<file path="src/rtl/psau_pkg.sv">
`timescale 1ns / 1ps

package psau_pkg;

    // Address field layout: fineY<<12 | ntY<<11 | ntX<<10 | coarseY<<5 | coarseX
    localparam int unsigned ADDR_W  = 15;
    localparam int unsigned DOT_W   = 9;
    localparam int unsigned LINE_W  = 9;
    localparam int unsigned DELAY_W = 3;

    localparam logic [ADDR_W-1:0] X_FIELDS = 15'h041F;
    localparam logic [ADDR_W-1:0] Y_FIELDS = 15'h7BE0;
    localparam logic [ADDR_W-1:0] ALL_ONES = 15'h7FFF;

    localparam logic [LINE_W-1:0] LINES_PER_FRAME_RST = 9'd262;

    // Dot positions that matter to the scroll logic
    localparam logic [DOT_W-1:0] DOT_Y_STEP    = 9'd256;
    localparam logic [DOT_W-1:0] DOT_X_COPY    = 9'd257;
    localparam logic [DOT_W-1:0] DOT_Y_FIRST   = 9'd280;
    localparam logic [DOT_W-1:0] DOT_Y_LAST    = 9'd304;
    localparam logic [DOT_W-1:0] DOT_PREFETCH  = 9'd320;
    localparam logic [DOT_W-1:0] DOT_PREF_LAST = 9'd336;

    localparam logic [4:0] COARSE_Y_WRAP = 5'd30;

    localparam logic CMD_TICK = 1'b0;
    localparam logic CMD_LOAD = 1'b1;

    typedef struct packed {
        logic                command;
        logic [DOT_W-1:0]    dot;
        logic [LINE_W-1:0]   scanline;
        logic                rendering_on;
        logic [ADDR_W-1:0]   temp_value;
        logic [DELAY_W-1:0]  delay_ticks;
    } t_in_item;

    typedef struct packed {
        logic [ADDR_W-1:0] vram_address;
        logic              bus_update;
    } t_out_item;

    typedef struct packed {
        logic [ADDR_W-1:0]  live_address;
        logic [ADDR_W-1:0]  temp_address;
        logic [DELAY_W-1:0] delay_count;
    } t_scroll_state;

endpackage

</file>
<file path="src/rtl/psau_in_if.sv">
`timescale 1ns / 1ps

interface psau_in_if import psau_pkg::*; ();
    logic     valid;
    logic     ready;
    t_in_item payload;

    modport source (output valid, output payload, input ready);
    modport sink   (input valid, input payload, output ready);
endinterface

</file>
<file path="src/rtl/psau_out_if.sv">
`timescale 1ns / 1ps

interface psau_out_if import psau_pkg::*; ();
    logic      valid;
    logic      ready;
    t_out_item payload;

    modport source (output valid, output payload, input ready);
    modport sink   (input valid, input payload, output ready);
endinterface

</file>
<file path="src/rtl/ppu_scroll_address_unit.sv">
`timescale 1ns / 1ps

// Scroll address unit: takes one request per clock while results are taken
// (dot ticks and loads of the temporary address) and returns one result per
// request, the live VRAM address after that request and a bus-update flag. The
// request is captured in an input register, and the single combinational update
// of the live/temporary address and delay counter lands in the result register.
// Both stages stall together when the result is not taken. Write lines_per_frame
// through i_cfg_we/i_cfg_data only while no request is in flight.
module ppu_scroll_address_unit import psau_pkg::*; (
    input  logic              i_clk,
    input  logic              i_rst_n,
    input  logic              i_cfg_we,
    input  logic [LINE_W-1:0] i_cfg_data,
    psau_in_if.sink           i_in,
    psau_out_if.source        o_out
);

    logic              r_in_valid;
    t_in_item          r_in_item;
    logic              r_out_valid;
    t_out_item         r_out_item;
    t_scroll_state     r_state;
    logic [LINE_W-1:0] r_lines_per_frame;

    t_scroll_state     n_state;
    t_out_item         n_out_item;
    logic              advance;

    assign advance     = ~r_out_valid | o_out.ready;
    assign i_in.ready  = ~r_in_valid | advance;
    assign o_out.valid = r_out_valid;
    assign o_out.payload = r_out_item;

    psau_core u_core (
        .i_item            (r_in_item),
        .i_state           (r_state),
        .i_lines_per_frame (r_lines_per_frame),
        .o_state           (n_state),
        .o_result          (n_out_item)
    );

    // Hold frame length register
    always_ff @(posedge i_clk) begin
        if (!i_rst_n) begin
            r_lines_per_frame <= LINES_PER_FRAME_RST;
        end else if (i_cfg_we) begin
            r_lines_per_frame <= i_cfg_data;
        end
    end

    // Capture incoming request
    always_ff @(posedge i_clk) begin
        if (!i_rst_n) begin
            r_in_valid <= 1'b0;
        end else if (i_in.ready) begin
            r_in_valid <= i_in.valid;
        end
    end

    always_ff @(posedge i_clk) begin
        if (i_in.ready && i_in.valid) begin
            r_in_item <= i_in.payload;
        end
    end

    // Advance scroll state and result register
    always_ff @(posedge i_clk) begin
        if (!i_rst_n) begin
            r_out_valid <= 1'b0;
            r_state     <= '0;
        end else if (advance) begin
            r_out_valid <= r_in_valid;
            if (r_in_valid) begin
                r_state <= n_state;
            end
        end
    end

    always_ff @(posedge i_clk) begin
        if (advance && r_in_valid) begin
            r_out_item <= n_out_item;
        end
    end

endmodule

</file>
<file path="src/rtl/psau_core.sv">
`timescale 1ns / 1ps

module psau_core import psau_pkg::*; (
    input  t_in_item          i_item,
    input  t_scroll_state     i_state,
    input  logic [LINE_W-1:0] i_lines_per_frame,
    output t_scroll_state     o_state,
    output t_out_item         o_result
);

    function automatic logic [ADDR_W-1:0] step_x(input logic [ADDR_W-1:0] a);
        logic [ADDR_W-1:0] r;
        r      = a;
        r[4:0] = a[4:0] + 5'd1;
        if (a[4:0] == 5'd31) begin
            r[10] = ~a[10];
        end
        return r;
    endfunction

    function automatic logic [ADDR_W-1:0] step_y(input logic [ADDR_W-1:0] a);
        logic [ADDR_W-1:0] r;
        logic [4:0]        cy;
        r        = a;
        r[14:12] = a[14:12] + 3'd1;
        cy       = a[9:5] + 5'd1;
        if (a[14:12] == 3'd7) begin
            if (cy == COARSE_Y_WRAP) begin
                cy    = 5'd0;
                r[11] = ~a[11];
            end
            r[9:5] = cy;
        end
        return r;
    endfunction

    logic [LINE_W-1:0] pre_line;
    logic              dot_x8;
    logic [ADDR_W-1:0] live;
    logic [ADDR_W-1:0] temp;
    logic [ADDR_W-1:0] keep;
    logic              mx;
    logic              my;
    logic              bus;

    assign pre_line = i_lines_per_frame - LINE_W'(1);
    assign dot_x8   = (i_item.dot[2:0] == 3'd0) && (i_item.dot != '0);

    always_comb begin
        live   = i_state.live_address;
        temp   = i_state.temp_address;
        keep   = ALL_ONES;
        mx     = 1'b0;
        my     = 1'b0;
        bus    = 1'b0;
        o_state.delay_count = i_state.delay_count;

        if (i_item.command == CMD_LOAD) begin
            // Load: replace temporary address and delay, no stepping
            temp                = i_item.temp_value;
            o_state.delay_count = i_item.delay_ticks;
        end else begin
            // Scroll step while rendering
            if (i_item.rendering_on) begin
                if (i_item.dot == '0) begin
                    live = i_state.live_address;
                end else if (i_item.dot <= DOT_Y_STEP) begin
                    if (dot_x8) begin
                        live = step_x(live);
                        if (i_item.dot == DOT_Y_STEP) begin
                            live = step_y(live);
                        end
                    end
                end else if (i_item.dot == DOT_X_COPY) begin
                    live = (live & ~X_FIELDS) | (temp & X_FIELDS);
                end else if (i_item.scanline == pre_line && i_item.dot >= DOT_Y_FIRST &&
                             i_item.dot <= DOT_Y_LAST) begin
                    live = (live & ~Y_FIELDS) | (temp & Y_FIELDS);
                end else if (i_item.dot > DOT_PREFETCH && i_item.dot <= DOT_PREF_LAST &&
                             dot_x8) begin
                    live = step_x(live);
                end
            end

            // Count down the transfer delay, copy on expiry
            if (i_state.delay_count != '0) begin
                o_state.delay_count = i_state.delay_count - DELAY_W'(1);
                if (i_state.delay_count == DELAY_W'(1)) begin
                    mx = i_item.rendering_on && dot_x8 &&
                         (i_item.dot <= DOT_Y_STEP || i_item.dot > DOT_PREFETCH);
                    my = i_item.rendering_on && (i_item.dot == DOT_Y_STEP);
                    if (mx) begin
                        keep = keep & ~X_FIELDS;
                    end
                    if (my) begin
                        keep = keep & ~Y_FIELDS;
                    end
                    temp = temp & (live | keep);
                    live = temp;
                    bus  = ~i_item.rendering_on;
                end
            end
        end

        o_state.live_address  = live;
        o_state.temp_address  = temp;
        o_result.vram_address = live;
        o_result.bus_update   = bus;
    end

endmodule

</file>
<file path="src/flat_wrapper.sv">
// flat-port wrapper written by rule: the top's interface ports become plain ports
module ppu_scroll_address_unit_flat import psau_pkg::*;
  (i_clk, i_rst_n, i_cfg_we, i_cfg_data, i_in_valid, i_in_payload, i_in_ready, o_out_valid, o_out_payload, o_out_ready);
  psau_in_if i_in_i ();
  psau_out_if o_out_i ();
  input  logic i_clk;
  input  logic i_rst_n;
  input  logic i_cfg_we;
  input  logic [LINE_W-1:0] i_cfg_data;
  input wire logic [$bits(i_in_i.valid)-1:0] i_in_valid;
  input wire logic [$bits(i_in_i.payload)-1:0] i_in_payload;
  output wire logic [$bits(i_in_i.ready)-1:0] i_in_ready;
  output wire logic [$bits(o_out_i.valid)-1:0] o_out_valid;
  output wire logic [$bits(o_out_i.payload)-1:0] o_out_payload;
  input wire logic [$bits(o_out_i.ready)-1:0] o_out_ready;
  assign i_in_i.valid = i_in_valid;
  assign i_in_i.payload = i_in_payload;
  assign i_in_ready = i_in_i.ready;
  assign o_out_valid = o_out_i.valid;
  assign o_out_payload = o_out_i.payload;
  assign o_out_i.ready = o_out_ready;
  ppu_scroll_address_unit u_core (.i_clk(i_clk), .i_rst_n(i_rst_n), .i_cfg_we(i_cfg_we), .i_cfg_data(i_cfg_data), .i_in(i_in_i), .o_out(o_out_i));
endmodule
</file>
<file path="config.mk">
export PLATFORM = sky130hd
export DESIGN_NAME = ppu_scroll_address_unit_flat
export DESIGN_NICKNAME = d
export VERILOG_FILES = /design/src/rtl/psau_pkg.sv /design/src/rtl/psau_in_if.sv /design/src/rtl/psau_out_if.sv /design/src/rtl/ppu_scroll_address_unit.sv /design/src/rtl/psau_core.sv /design/src/flat_wrapper.sv
export SDC_FILE = /design/constraint.sdc
export NUM_CORES = 1
export LEC_CHECK = 0
export ABC_AREA = 1
export BUFFER_PORTS_ARGS = -buffer_cell sky130_fd_sc_hd__buf_4
export CAP_MARGIN = 10
export CELL_PAD_IN_SITES_DETAIL_PLACEMENT = 0
export CELL_PAD_IN_SITES_GLOBAL_PLACEMENT = 1
export CORE_UTILIZATION = 47
export CTS_BUF_LIST = sky130_fd_sc_hd__clkbuf_8
export CTS_CLUSTER_SIZE = 28
export DETAILED_ROUTE_END_ITERATION = 10
export GPL_ROUTABILITY_DRIVEN = 0
export HOLD_SLACK_MARGIN = 0.02
export PLACE_DENSITY = 0.84
export SLEW_MARGIN = 20
export SYNTH_ARGS = -nofsm -noshare
export SYNTH_HDL_FRONTEND = slang
export SYNTH_SLANG_ARGS = --single-unit
</file>
<file path="constraint.sdc">
create_clock -name i_clk -period 6.68 [get_ports i_clk]
set_input_delay 0.334 -clock i_clk [delete_from_list [all_inputs] [get_ports i_clk]]
set_output_delay 0.334 -clock i_clk [all_outputs]
set_load 0.01 [all_outputs]
</file>
# Word level (Yosys, flattened, before mapping)
# Cells that the tools add are included.
# classes
n_eq_ne,7
bitwise_logic,13
n_mux,27
n_addsub,5
n_reduce_logical,21
n_lt_le_gt_ge,5
# op_table
op,n
$mux W15,18
$le A9 B9 Y1 const B,3
$mux W11,2
$eq A9 B9 Y1 const B,2
$and A15 B15 Y15,1
$or A11 B15 Y15,1
$or A15 B11 Y15,1
$or A15 B15 Y15,1
$add A5 B1 Y5 const B,2
$eq A5 B5 Y1 const B,2
$logic_and A1 B1 Y1,10
$mux W5,2
$eq A9 B9 Y1,1
$ge A9 B9 Y1 const B,1
$gt A9 B9 Y1 const B,1
$logic_not A9 Y1,1
$reduce_bool A9 Y1,1
$sub A9 B1 Y9 const B,1
$not A1 Y1,7
$mux W3,2
$reduce_and A4 Y1,1
$reduce_bool A2 Y1,2
$add A3 B1 Y3 const B,1
$eq A3 B1 Y1 const B,1
other kinds (10),13
# totals
regBits,98
elab_cells,92
out_inout_bits,18

# Depth between registers and ports, before layout
# Gate-level depths: netlist of run 1.
# depth
ltp_word,15
depth_mapped,21
depth_no_buf,21

# Modules after synthesis
# From an unflattened synthesis of run 1, not the netlist that was laid out.
# hier_totals
hier_cells,817
hier_area_um2,5869.4
# by_module_without_submodules
mod,cells_each,seq_area_each_um2,area_each_um2,n_inst
ppu_scroll_address_unit,323,2502.4,3510.9,1
psau_core,494,0.0,2358.5,1

# Worst setup path after synthesis of run 1
# No wires, ideal clock.
# synth_path
kind,reg-to-reg
start,register u_core.r_lines_per_frame[0]
end,"register u_core.r_out_item, in the netlist u_core.o_out.payload[8] (data pin)"
n_path_buf,0
arrival_time_ns,1.868
setup_slack_ns,4.559
stages_incl_launch_ff,19
cell_sequence,dfxtp_1 > inv_1 > ha_1 > nand2_1 > inv_1 > nor2_1 > nand3_1 > nor2_1 > nand2_1 > nor2_2 > nand3_2 > nand2_2 > nand3_2 > nand2_1 > nand3_1 > nand2_1 > nand2_1 > nand2_1 > nand2_1
# synth_lines
item,line_no,text
"start, declared",ppu_scroll_address_unit.sv:24,logic [LINE_W-1:0] r_lines_per_frame;
"start signal, assigned",ppu_scroll_address_unit.sv:48,r_lines_per_frame <= i_cfg_data;
"end signal, assigned",ppu_scroll_address_unit.sv:82,r_out_item <= n_out_item;
"end, declared",ppu_scroll_address_unit.sv:22,t_out_item r_out_item;

==> impl_metrics.json, run 1 <==
{
  "cts_root_buf": "clkbuf_8",
  "grt_pass1_wl_um": 20540,
  "start_util": 0.4836,
  "finalCriticalPeriod_ns": 2.696,
  "cts.sinks": 98,
  "post_cts_buffers": 0,
  "reg2reg_from": "u_core.r_in_item[36]",
  "synth_top_flop_cell": "edfxtp_1",
  "cts_hold_buffers": 0,
  "setup_viol": 0,
  "cts_max_level": 3,
  "drive_gt1_frac": 0.1406,
  "yosysWarningCount": 0,
  "ys_top_cells_by_count": "nand2_1, inv_1, nand3_1, nor2_1, edfxtp_1",
  "synth-simple-area-share": 0.2807,
  "rr_endpoint": "u_core.o_out.payload[6]",
  "io_pins": 70,
  "antenna_found_initial": 0,
  "route.detailed.drc": 0,
  "firstDrtPassIters": 5,
  "cts_tree": "built",
  "fmax_ghz": 0.3709,
  "ys_ff_latch": 98,
  "min_path_type": "primary input to register",
  "postRouteAntennaNets": 0,
  "synth_top_cell_area_share": 0.3093,
  "die_area_sq_um": 11580,
  "placed_cells": 871,
  "fp.coreArea_sq_um": 10840,
  "cts_buffers": 9,
  "dp_hpwl_um": 8635,
  "synth-xor-area-share": 0.02005,
  "crit_fanout": 14,
  "syn_area_sq_um": 5243,
  "areaGrowthSynthToFinish_pct": 15.37,
  "synth_top_family_by_area": "simple AND/OR/NAND/NOR gates",
  "synth.net_count": 741,
  "place_ws_ns": 3.975,
  "clkSlewWorstSetupHoldPaths_ns": 0.09,
  "finalCritPeriodShare": 0.4036,
  "synth-edff-count": 54,
  "grt_pass1_vias": 4370,
  "p_per_area_nw_per_um2": 210.4,
  "synthArstFlopShare": 0,
  "grt_max_degree": 50,
  "drt_iter0_markers": 353,
  "start_kind": "register",
  "rows": 38,
  "hold_violations": 0,
  "rsz0062_at_grt": "false",
  "routed_wl_um": 12520,
  "maxCapViolCount": 0,
  "yosys.area.top_type": "edfxtp_1",
  "worst_pin_slew_ns": 1.135,
  "viasPerCell": 5.148,
  "cts_resized": 0,
  "crit_type": "register to register",
  "irDropWorstVdd_mv": 0.1452,
  "finish.net_count": 804,
  "antennaDiodeCount": 0,
  "syn_area_per_cell_sq_um": 7.721,
  "total_leakage_power_nw": 2.786,
  "overflow": 0,
  "synthTopCellsByArea": "edfxtp_1, dfxtp_1, nand2_1",
  "syn-instance-count": 679,
  "crit_end": "u_core.o_out.payload[6]",
  "crit_start": "u_core.r_in_item[36]",
  "clk_latency_ns": 0.39,
  "wl_per_cell_um": 14.12,
  "r2r_slack_ns": 3.98,
  "slew_violations": 0,
  "port_buffers": 69,
  "yosys.cell_types.count": 35,
  "endpoint_kind": "register",
  "dr_total_vias": 4566,
  "synth_sequential_area_ratio": 0.4773,
  "fin_cells": 887,
  "relSlewSlack": 0.2426,
  "tns_ns": 0,
  "cts_buffer_depth": 2,
  "synth_compound_area_frac": 0.1129,
  "required_ns": 6.83,
  "timing.final.ws_setup_ns": 3.984,
  "skew_ns": 0.01377,
  "fp.dieH_um": 107.6,
  "die_x_um": 107.6,
  "yosys.area_share.adder": 0.02387,
  "ff2ff_path_depth": 12,
  "synth_mux_area_frac": 0,
  "outcome": "completed",
  "yosysMostFrequentCell": "nand2_1",
  "grt.total_usage": 0.2321,
  "arrival_ns": 2.85
}
sequential cells by signal (all words and copies together) (netlist names):
name and cells:
u_core.r_state 33, u_core.o_out.valid 1, u_core.r_in_valid 1, u_core.o_out.payload 16, u_core.r_in_item 38, u_core.r_lines_per_frame 9
cell usage in the layout, fill, tap and decap left out:
cell type	Yosys	final
nor2_2	3	4
inv_1	88	92
nand2_2	2	2
nand3_2	4	4
nand4_1	6	6
o21bai_1	1	1
o21ai_0	48	48
nand3_1	63	63
a22oi_1	1	1
nor3_2	1	1
dfxtp_1	44	44
edfxtp_1	54	54
nor3_1	3	3
xnor2_1	1	1
and2_1	1	1
xor2_1	11	11
bufinv_16	0	1
o211ai_1	3	3
clkbuf_8	0	9
nand2_4	1	1
buf_4	2	74
clkinv_2	0	2
inv_2	1	1
nor2_4	2	2
o21ai_1	3	3
nor2_1	58	57
inv_4	1	1
a211oi_1	4	4
nand2_1	193	193
ha_1	10	10
nand3b_1	1	1
a31oi_1	15	15
a211oi_4	1	1
a21oi_1	31	31
nor3_4	2	2
worst min-delay path by stage:
stage	from	to	slack [ns]	depth (start not counted)
after floorplan	i_in_payload[0]	u_core.r_in_item[0]	0.43	0
after global routing	i_in_payload[22]	u_core.r_in_item[22]	0.11	1
after detailed placement	u_core.r_lines_per_frame[8]	u_core.r_lines_per_frame[8]	0.47	2
final	i_in_payload[5]	u_core.r_in_item[5]	0.12	1
after global placement	u_core.r_lines_per_frame[8]	u_core.r_lines_per_frame[8]	0.46	2
after CTS	i_in_payload[5]	u_core.r_in_item[5]	0.10	1
where the power goes:
part           switching (W)  total, W  internal, W
clock               0.000204  0.000371     0.000167
sequential         0.0000249  0.000703     0.000678
combinational       0.000121  0.000198    0.0000772
metal layers:
layer	up-vias	track usage	wire length (um)
met5	-	0	0
met4	0	0.1067	275
met3	18	0.03814	634
met2	139	0.3997	6185
met1	2062	0.2827	5427
li1	2347	-	-
through the flow:
stage / hold WS (ns) / power (W) / util / instance area [sq um]
global placement: 0.4649 / 0.0009114 / 0.5414 / 5869
CTS: 0.1026 / 0.001284 / 0.5579 / 6048
detailed placement: 0.4667 / 0.0009146 / 0.5414 / 5869
global route: 0.1061 / 0.001339 / 0.5579 / 6048
finish: 0.1233 / 0.001272 / 0.5579 / 6048
floorplan: 0.4329 / 0.0008425 / - / 5243
final cells by class:
type | count | area (sq um)
Inverter | 90 | 340.3
Sequential cell | 98 | 2502
Tap cell | 140 | 175.2
Clock inverter | 7 | 55.05
Multi-Input combinational cell | 469 | 2296
Timing Repair Buffer | 74 | 555.5
Fill cell | 1041 | 4792
Clock buffer | 9 | 123.9
worst max-delay path: stages, from the launching register on:
cell      delay (ns)
edfxtp_1        0.51
inv_2           0.18
nor3_4          0.09
nor2_2          0.55
inv_1           0.29
nand2_1         0.14
nand3_2         0.14
nand2_1         0.16
nand3_1         0.08
nand2_1         0.11
nand2_1         0.06
nand2_1         0.10
nand2_1         0.05
cell families after synthesis:
kind of cell	count (synthesis)
AOI/OAI and AO/OA	107
xor gates and xnor gates	12
adders and majority gates	10
buffers and inverters	112
DFF	98
and+or+nand+nor	340
No activity file was read; power rests on OpenSTA's default activity.
==> run 2: changes to the inputs <==
--- a/config.mk
+++ b/config.mk
@@ -5,18 +5,18 @@
 export SDC_FILE = /design/constraint.sdc
 export NUM_CORES = 1
 export LEC_CHECK = 0
-export ABC_AREA = 1
+export ABC_AREA = 0
 export BUFFER_PORTS_ARGS = -buffer_cell sky130_fd_sc_hd__buf_4
 export CAP_MARGIN = 10
 export CELL_PAD_IN_SITES_DETAIL_PLACEMENT = 0
 export CELL_PAD_IN_SITES_GLOBAL_PLACEMENT = 1
-export CORE_UTILIZATION = 47
+export CORE_UTILIZATION = 46
 export CTS_BUF_LIST = sky130_fd_sc_hd__clkbuf_8
 export CTS_CLUSTER_SIZE = 28
 export DETAILED_ROUTE_END_ITERATION = 10
 export GPL_ROUTABILITY_DRIVEN = 0
 export HOLD_SLACK_MARGIN = 0.02
-export PLACE_DENSITY = 0.84
+export PLACE_DENSITY = 0.79
 export SLEW_MARGIN = 20
 export SYNTH_ARGS = -nofsm -noshare
 export SYNTH_HDL_FRONTEND = slang
==> constraint.sdc (replaced) <==
create_clock -name i_clk -period 2.6 [get_ports i_clk]
set_input_delay 0.13 -clock i_clk [delete_from_list [all_inputs] [get_ports i_clk]]
set_output_delay 0.13 -clock i_clk [all_outputs]
set_load 0.01 [all_outputs]
==> run 2 against run 1 <==
  * The flow now finishes with violations (setup timing)
  * Wire length grew 22%
  * Global-route usage up 3.9 points
  * Design area is 20% higher
  * Die area up 2.4%
  * Worst hold slack lost 0.080 ns
  * Register-to-register slack lost 4.0 ns
  * Clock-buffer cell count unchanged
  * Largest power group unchanged
==> impl_metrics.json, run 2 <==
{
  "dp_hpwl_um": 10510,
  "viasPerCell": 5.879,
  "setup_viol": 1,
  "cpMaxStageDelayCell": "nor4_4",
  "areaGrowthSynthToFinish_pct": 37.72,
  "syn_area_sq_um": 5258,
  "die_x_um": 108.9,
  "fp.coreArea_sq_um": 10980,
  "outcome": "complete, but fails checks",
  "fp.dieH_um": 108.9,
  "syn-instance-count": 535,
  "syn_area_per_cell_sq_um": 9.827,
  "cts_tree": "built",
  "routed_wl_um": 15320,
  "dpl_cell_area_sq_um": 6279,
  "cts_max_level": 3,
  "maxCapViolCount": 0,
  "yosys.area.top_type": "edfxtp_1",
  "firstDrtPassIters": 5,
  "slowest_delay_ns": 0.36,
  "cts_buffers": 9,
  "fmax_ghz": 0.3841,
  "synth_top_cell_area_share": 0.3084,
  "io_pins": 70,
  "route.detailed.drc": 0,
  "whs_ns": 0.04319,
  "skew_ns": 0.01325,
  "grt.total_usage": 0.2707,
  "path_cells": "inv_2 > ha_4 > xnor2_2 > nor4b_2 > o211ai_2 > nor4_4 > buf_6 > nand2_4 > a211o_1 > o31ai_1",
  "arrival_ns": 2.83,
  "cts.sinks": 98,
  "min_path_type": "primary input to register",
  "synth_sequential_area_ratio": 0.4760,
  "crit_type": "register to register",
  "finalCriticalPeriod_ns": 2.603,
  "timing.final.ws_setup_ns": -0.003385,
  "rsz0062_at_grt": "true",
  "wl_per_cell_um": 18.17,
  "grt_max_degree": 39,
  "dr_total_vias": 4956,
  "endpoint_kind": "register",
  "place_ws_ns": -0.03048,
  "grt_pass1_vias": 4765,
  "synth.net_count": 597,
  "port_buffers": 69,
  "antenna_found_initial": 0,
  "crit_buf_inv": 2,
  "nFillCells": 867,
  "cts_buffer_depth": 2,
  "finish.net_count": 760,
  "placed_cells": 775,
  "ys_ff_latch": 98,
  "synthArstFlopShare": 0,
  "synthTopCellsByArea": "edfxtp_1, dfxtp_1, nand2_1",
  "start_util": 0.4787,
  "final_area_sq_um": 7241,
  "drt_iter0_markers": 367,
  "p_per_area_nw_per_um2": 452.9,
  "fin_cells": 843,
  "slew_violations": 0,
  "die_area_sq_um": 11860,
  "start_kind": "register",
  "rows": 38,
  "yosys.cell_types.count": 81,
  "critical-path-top-delay-family": "compound AO/OA/AOI/OAI gates",
  "max_flop_register": "u_core.r_in_item",
  "irDropWorstVdd_mv": 0.3992,
  "relSlewSlack": 0.4376,
  "yosysMostFrequentCell": "nand2_1",
  "largest_reg_flops": 38,
  "total_leakage_power_nw": 2.794,
  "synth_top_flop_cell": "edfxtp_1",
  "ys_top_cells_by_count": "nand2_1, edfxtp_1, nor2_1, dfxtp_1, a21oi_1",
  "clk_latency_ns": 0.40,
  "finalCritPeriodShare": 1.001,
  "overflow": 0,
  "mostFrequentLayoutCell": "buf_4",
  "final_cell_mix": "buf_4, nand2_1, edfxtp_1",
  "antennaDiodeCount": 0,
  "hold_violations": 0,
  "grt_pass1_wl_um": 24210,
  "clkSlewWorstSetupHoldPaths_ns": 0.10,
  "postRouteAntennaNets": 0,
  "violations": "setup timing",
  "crit_fanout": 7,
  "worst_pin_slew_ns": 0.8427,
  "synth-edff-count": 54,
  "cts_root_buf": "clkbuf_8",
  "yosysWarningCount": 0,
  "required_ns": 2.83,
  "drive_gt1_frac": 0.2959
}
[run 2: cell count changes after synthesis, sizes merged, moves of 9 or more]
| cell | change |
|---|---|
| nor3 | +9 |
| nand2 | -138 |
| mux2i | +12 |
| o21ai | -17 |
| o31ai | +9 |
| o211ai | +9 |
| nor2 | -12 |
| inv | -77 |
| nand3 | -46 |
[run 2: worst reg2reg max path: cells and delay by family, from the launching register on]
kind | cells | cell delay (ns)
compound gates | 3 | 0.75
simple gates | 3 | 0.72
flops | 1 | 0.35
buf+inv | 2 | 0.26
fa+ha+maj | 1 | 0.25
xor+xnor | 1 | 0.13
[run 2: kinds of logic after synthesis]
family	after synthesis	synth area share
flops	98	0.4760
xor+xnor	15	0.02499
buf+inv	42	0.03141
mux	14	0.02713
compound gates	157	0.2206
simple gates	199	0.1961
fa+ha+maj	10	0.02380
[run 2: where the power goes]
| part | switching [W] | internal, W | total, W |
|---|---|---|---|
| registers | 0.0000572 | 0.00171 | 0.00177 |
| clock network | 0.000604 | 0.000374 | 0.000978 |
| logic | 0.000272 | 0.000261 | 0.000533 |
[run 2: final cells by class]
cell class | instances | area [sq um] | share of cell area
clock inverter | 7 | 66.31 | 0.009158
sequential | 98 | 2507 | 0.3463
clock buffer | 9 | 123.9 | 0.01711
inverter | 15 | 56.30 | 0.007776
multi-input combinational | 395 | 2840 | 0.3923
timing repair buffer | 179 | 1471 | 0.2032
tap | 140 | 175.2 | 0.02419
[run 2: worst paths after layout]
kind	to	slack, ns	cells after the start	startpoint
min reg2reg	u_core.r_state[12]	0.48	2	u_core.r_state[12]
max reg2reg	u_core.o_out.payload[14]	-0.003	10	u_core.r_lines_per_frame[0]
max	u_core.o_out.payload[14]	-0.003	10	u_core.r_lines_per_frame[0]
min	u_core.o_out.valid	0.04	4	o_out_ready
[run 2: metal layers]
layer,up-vias,track usage,routed length (um)
li1,2367,-,-
met1,2361,0.3413,6594
met2,200,0.4560,7373
met3,28,0.06157,1057
met4,0,0.08880,289
met5,-,0,0
[run 2: per-stage QoR]
step	power, W	setup TNS [ns]	utilization
finish	0.003279	-0.003385	0.6593
global route	0.003414	-0.7759	0.6593
CTS	0.003254	0	0.6340
detailed placement	0.002234	-0.04164	0.5717
global placement	0.002221	0	0.5717
floorplan	0.002022	0	-
[run 2: what timing repair did]
item / CTS / global route
gates resized for setup: 4 / 48
pin swaps: 1 / 20
buffers inserted: 0 / 4
endpoints found under the hold margin: 48 / 0
cloned: 0 / 0
hold buffers: 48 / 0
setup endpoints to repair: 4 / 29
